$ cat config.mk
export PLATFORM = sky130hd
export DESIGN_NAME = sn2d_mod289
export DESIGN_NICKNAME = d
export VERILOG_FILES = /design/src/sn2d_pkg.sv /design/src/sn2d_mod289.sv
export SDC_FILE = /design/constraint.sdc
export NUM_CORES = 1
export LEC_CHECK = 0
export CAP_MARGIN = 0
export CELL_PAD_IN_SITES_DETAIL_PLACEMENT = 1
export CELL_PAD_IN_SITES_GLOBAL_PLACEMENT = 1
export CORE_UTILIZATION = 48
export CTS_CLUSTER_DIAMETER = 100
export CTS_CLUSTER_SIZE = 28
export DETAILED_ROUTE_END_ITERATION = 7
export DONT_BUFFER_PORTS = 1
export GPL_TIMING_DRIVEN = 0
export PLACE_DENSITY_LB_ADDON = 0.1
export SLEW_MARGIN = 10
export SYNTH_ARGS = -nofsm -noshare
export SYNTH_HDL_FRONTEND = slang
export SYNTH_SLANG_ARGS = --single-unit
$ cat constraint.sdc
create_clock -name clk -period 5.66 [get_ports clk]
set_input_delay 0.566 -clock clk [delete_from_list [all_inputs] [get_ports clk]]
set_output_delay 0.566 -clock clk [all_outputs]
set_load 0.05 [all_outputs]
$ cat src/sn2d_pkg.sv
// Shared constants, types and gradient tables for the 2D simplex noise block.
package sn2d_pkg;

  localparam int COORD_FRAC_BITS_DEF = 16;

  // Offset and index widths (offsets in signed Q.30)
  localparam int OFS_W  = 34;
  localparam int IDX_W  = 34;
  localparam int HASH_W = 9;
  localparam int FOLD_W = 22;

  localparam logic signed [OFS_W-1:0] Q_ONE   = 34'sd1073741824;
  localparam logic signed [OFS_W-1:0] Q_HALF  = 34'sd536870912;
  localparam logic signed [OFS_W-1:0] UNSK_S  = 34'sd226908346;
  localparam logic signed [OFS_W-1:0] UNSK2_S = -34'sd619925132;

  localparam logic [28:0] SKEW_Q  = 29'd393016785;
  localparam logic [27:0] UNSK_Q  = 28'd226908346;
  localparam logic [30:0] TAY_A_Q = 31'd1925050421;
  localparam logic [29:0] TAY_B_Q = 30'd916690677;

  // mod 289 by reciprocal: floor(2^32 / 289)
  localparam logic [23:0]       RECIP289 = 24'd14861478;
  localparam logic [HASH_W-1:0] MOD_P    = 9'd289;

  // mod 41 by reciprocal: floor(2^12 / 41)
  localparam logic [6:0] RECIP41 = 7'd99;
  localparam logic [5:0] GRAD_N  = 6'd41;

  // Index fold: 2^18 mod 289 = 21, bias is a multiple of 289 above 2^33
  localparam logic [4:0]  FOLD_MUL = 5'd21;
  localparam logic [34:0] IDX_BIAS = 35'd9697230848;

  typedef logic signed [31:0] grad_tab_t [0:40];

  // One corner request into the corner pipeline
  typedef struct packed {
    logic signed [OFS_W-1:0] ox;
    logic signed [OFS_W-1:0] oy;
    logic [HASH_W-1:0]       hash;
  } corner_in_t;

  // Diamond x component, rounded to nearest, halves away from zero
  function automatic grad_tab_t make_a0();
    grad_tab_t tab;
    longint d;
    longint n;
    longint q;
    for (int i = 0; i < 41; i++) begin
      d = 2 * i - 41;
      if (d <= -21) n = d + 41;
      else if (d >= 21) n = d - 41;
      else n = d;
      q = ((n < 0 ? -n : n) * 64'sd1073741824 + 64'sd20) / 41;
      tab[i] = 32'(n < 0 ? -q : q);
    end
    return tab;
  endfunction

  // Diamond y component, rounded to nearest, halves away from zero
  function automatic grad_tab_t make_h();
    grad_tab_t tab;
    longint d;
    longint n;
    longint q;
    for (int i = 0; i < 41; i++) begin
      d = 2 * i - 41;
      n = 2 * (d < 0 ? -d : d) - 41;
      q = ((n < 0 ? -n : n) * 64'sd1073741824 + 64'sd41) / 82;
      tab[i] = 32'(n < 0 ? -q : q);
    end
    return tab;
  endfunction

  localparam grad_tab_t GRAD_A0 = make_a0();
  localparam grad_tab_t GRAD_H  = make_h();

endpackage

$ cat src/sn2d_mod289.sv
// Two-stage reduction of a 22-bit value mod 289 by reciprocal multiply.
module sn2d_mod289 import sn2d_pkg::*; (
  input  logic              clk,
  input  logic              ce,
  input  logic [FOLD_W-1:0] val,
  output logic [HASH_W-1:0] res
);

  logic [FOLD_W-1:0] val_r;
  logic [13:0]       quo_r;
  logic [45:0]       prod;
  logic [9:0]        rem_w;
  logic [HASH_W-1:0] res_nxt;
  logic [HASH_W-1:0] res_r;

  // Estimate the quotient, low by at most one
  assign prod = 46'(val) * 46'(RECIP289);

  always_ff @(posedge clk) begin
    if (ce) begin
      val_r <= val;
      quo_r <= prod[45:32];
    end
  end

  // Take the remainder and correct once
  assign rem_w   = 10'(val_r - FOLD_W'(quo_r) * FOLD_W'(MOD_P));
  assign res_nxt = (rem_w >= 10'(MOD_P)) ? HASH_W'(rem_w - 10'(MOD_P)) : rem_w[8:0];

  always_ff @(posedge clk) begin
    if (ce) begin
      res_r <= res_nxt;
    end
  end

  assign res = res_r;

endmodule

== After elaboration in Yosys (flattened, before gate mapping) ==
Cells that the tools add are included.

* Add/subtract/negate cells: 2
* Multiply operators: 2
* Mux-type cells: 1
* Magnitude comparators: 1

{| class="wikitable"
|+ Operator list
! operator !! count
|-
| $mul A22 B23 Y45 const B || 1
|-
| $mul A14 B9 Y10 const B || 1
|-
| $ge A10 B9 Y1 const B || 1
|-
| $sub A10 B10 Y10 || 1
|-
| $mux W9 || 1
|-
| $sub A9 B9 Y9 const B || 1
|}

* Flip-flop bits (word level): 33
* Output and inout bits: 9
* Input port bits: 24

== Longest topological paths before layout ==
* Word-level depth: 4
* Mapped depth: 22

== Worst setup path before layout ==
Ideal clock, no wire load.

* Path kind: in2reg
* From: in val[16]
* To: reg quo_r[8], data pin
* Stages on the path: 20
* Data arrival time: 5.400 ns
* Buffers on the path: 0
* Setup slack: -0.018 ns
* Path through: ha_1 -> ha_1 -> or2_2 -> fa_1 -> fa_1 -> inv_1 -> fa_1 -> inv_1 -> fa_1 -> inv_1 -> fa_1 -> inv_1 -> ha_1 -> a21oi_1 -> nor2_1 -> o311ai_0 -> a31oi_1 -> o21ai_0 -> and2_1 -> o311ai_0

* Word-level cells in the longest chain between the ends: 1

{| class="wikitable"
|+ Ends and longest elaborated chain
! item !! RTL line !! source
|-
| start, declared || sn2d_mod289.sv:5 || <nowiki>input logic [FOLD_W-1:0] val,</nowiki>
|-
| $mul A22 B23 Y45 || sn2d_mod289.sv:17 || <nowiki>assign prod = 46'(val) * 46'(RECIP289);</nowiki>
|-
| via prod[40] || sn2d_mod289.sv:11 || <nowiki>logic [45:0] prod;</nowiki>
|-
| end signal, assigned || sn2d_mod289.sv:22 || <nowiki>quo_r <= prod[45:32];</nowiki>
|-
| end, declared || sn2d_mod289.sv:10 || <nowiki>logic [13:0] quo_r;</nowiki>
|}

The timed path passes the listed nets, and every way through them passes these cells.
A chain may end at the register's enable or synchronous reset.

== Final worst setup path ==
* From: in val[3]
* To: reg quo_r[9], data pin

The elaborated chain is that of the path after synthesis.

==> results.md <==
* Die width at 145 um
* Synthesized area per cell at 9.92 um^2
* Worst Hold Slack at 0.385 ns
* Async SR Flop Fraction at 0%
* Period minus WS final at 5.59 ns
* First-pass GRT wire length at 39,600 um
* Critical Path End Type: flop
* Status: completed
* Final clock skew at 0.00610 ns
* Startpoint types: input port
* Area of the core at 19,700 um^2
* Chip height at 145 um
* DR WL/cell at 19.8 um
* DIE AREA at 21,000 um^2
* Clk_lat worst skew at 0.27 ns
* TritonCTS buffer count at 5
* Max_slew headroom at 61.5%
* N_diodes at 0
* Register area at 871 um^2
* Layout area overhead at 10.8%
* Pre-antenna DRT Iters at 4
* Setup TNS at 0 ns
* Fin. max-slew vios at 0
* Initial antenna violation count at 0
* Final Cell Area at 10,800 um^2
* Slew @ Worst Pin at 0.572 ns
* GP Congestion at 0.888
* Fill cells at 2,186
* CTS Sinks at 29
* Synth cell types at 62
* WL final at 25,100 um
* Share of layout cells above drive strength 1 at 11.1%
* CP required at 5.68 ns
* Synth Flop Type: edfxtp_1
* Gr usage total at 25.8%
* Area occupied by multi-input gates at 8200 um^2
* Vias at 6,631
* FP Rows at 51
* Hold WC Path Type: in -> reg
* Starting Density at 49.7%
* Post-synth EDFFs at 29
* Vias per cell at 5.22
* DRC at 0
* Top post-synthesis cells by area: fa_1 (32%), ha_1 (30%), inv_1 (12%)
* H-Tree Level Count at 2
* CP arrival at 5.61 ns
* Syn Nets at 1,404
* FF+latch count, synth at 29
* Final #Nets at 1,421
* Iteration-0 DRC Markers at 233
* Commonest cells post-synth: inv_1 (318), ha_1 (237), fa_1 (156)
* FMAX at 179 MHz
* Max-cap violations at 0
* RSZ-0062 raised after global routing: true
* Endpoints failing setup at 0
* CP Class: in -> reg
* Synth Instances at 987
* Register-to-register setup slack at 1.62 ns
* Root Driver: clkbuf_16
* Util after Layout at 55.0%
* Post-Syn Area at 9790 um^2
* Worst-case clock buffer depth at 2
* Final hold violations at 0
* Largest net degree at the start of global routing at 30
* Fin crit share at 98.8%
* Number of port buffers at 0
* Vias in the first global route at 7,287
* Most common cell in the netlist: inv_1
* IO Pins at 33
* Final ANT Viol Nets at 0
* Placed Instance Area at 10,100 um^2
* Synth top area share at 31.9%
* CP Max Fanout at 9
* Sequential area share after synthesis at 8.89%
* Gr ovfl total at 0
* Warnings from Yosys at 0
* Yosys top cell by area: fa_1
* DP HPWL at 21,900 um
* CTS tree: done
* Clock transition at the registers of the reported paths at 0.05 ns
-- flip-flops by register name (all words and copies together) (netlist names) --
name	cells
quo_r	10
val_r	10
res	9
-- cells in the final DEF (no fill, tap or decap), types with 5 or more instances in the layout --
master     Yosys  layout
a21o_1        12      11
xor2_1         8       8
inv_2          0       8
inv_1        318     308
o21ai_0       20      16
edfxtp_1      29      29
nand3_1       11      11
buf_4          1      11
clkbuf_16      0       5
nor2_1        15      12
ha_1         237     214
or2_2          6       6
nor3_1        12       9
fa_2           0      10
a21oi_1       26      22
xnor2_1       23      22
ha_4           0      20
o211ai_1       8       8
nand2_1       19      17
fa_1         156     146
-- cells by family after synthesis --
| kind of cell | share of synthesized area [%] |
|---|---|
| AOI/OAI and AO/OA | 7.59 |
| xor gates and xnor gates | 2.94 |
| adders and majority gates | 62.2 |
| buffers and inverters | 12.4 |
| DFF | 8.89 |
| muxes | 0.345 |
| and+or+nand+nor | 5.62 |
-- final timing paths --
kind,startpoint,endpoint,cells after the start
max,val[3],quo_r[9]$_DFFE_PP_,19
min,val[0],val_r[0]$_DFFE_PP_,0
max reg2reg,quo_r[0]$_DFFE_PP_,res[6]$_DFFE_PP_,13
min reg2reg,val_r[3]$_DFFE_PP_,res[0]$_DFFE_PP_,2
-- through the flow --
stage	setup WS, ns	instances
3_5_place_dp	-0.861	1252
2_1_floorplan	0.0280	987
5_1_grt	-0.0685	1270
4_1_cts	-0.00763	1266
6_report	0.0652	1270
3_3_place_gp	-0.906	1252
-- final cells by class --
cell class | count | share of cell area, %
clock inverters | 2 | 0.0923
flip-flops and latches | 29 | 8.03
clock buffers | 6 | 1.19
inverters | 318 | 11.1
repair buffers | 10 | 0.692
well taps | 265 | 3.06
multi-input cells | 637 | 75.6
plain buffers | 3 | 0.208
-- routing by layer --
metal / global-route usage [%] / vias to the layer above / routed length [um]
li1: - / 3166 / -
met1: 34.9 / 3371 / 11400
met2: 46.3 / 80 / 12900
met3: 1.35 / 14 / 600
met4: 3.93 / 0 / 287
met5: 0 / - / 0
-- critical path, cell delays in order --
cell and delay (ns):
fa_1 0.59, ha_4 0.22, fa_1 0.50, inv_1 0.06
fa_1 0.52, fa_1 0.60, inv_2 0.05, fa_1 0.49
inv_2 0.05, fa_1 0.55, inv_2 0.05, ha_4 0.27
nand2_2 0.08, nor2_4 0.14, o311ai_4 0.11, a31oi_4 0.28
o21ai_4 0.09, a31o_4 0.25, xnor2_2 0.13
-- repair_timing --
item	in CTS	in global routing
pin swaps	27	47
setup endpoints to repair	10	9
hold buffers	0	0
setup buffers	6	4
hold endpoints to repair	0	0
resized for setup	48	49
Power is not shown: default switching activity piles up to over one toggle a cycle in this logic, so the estimate is an artifact.
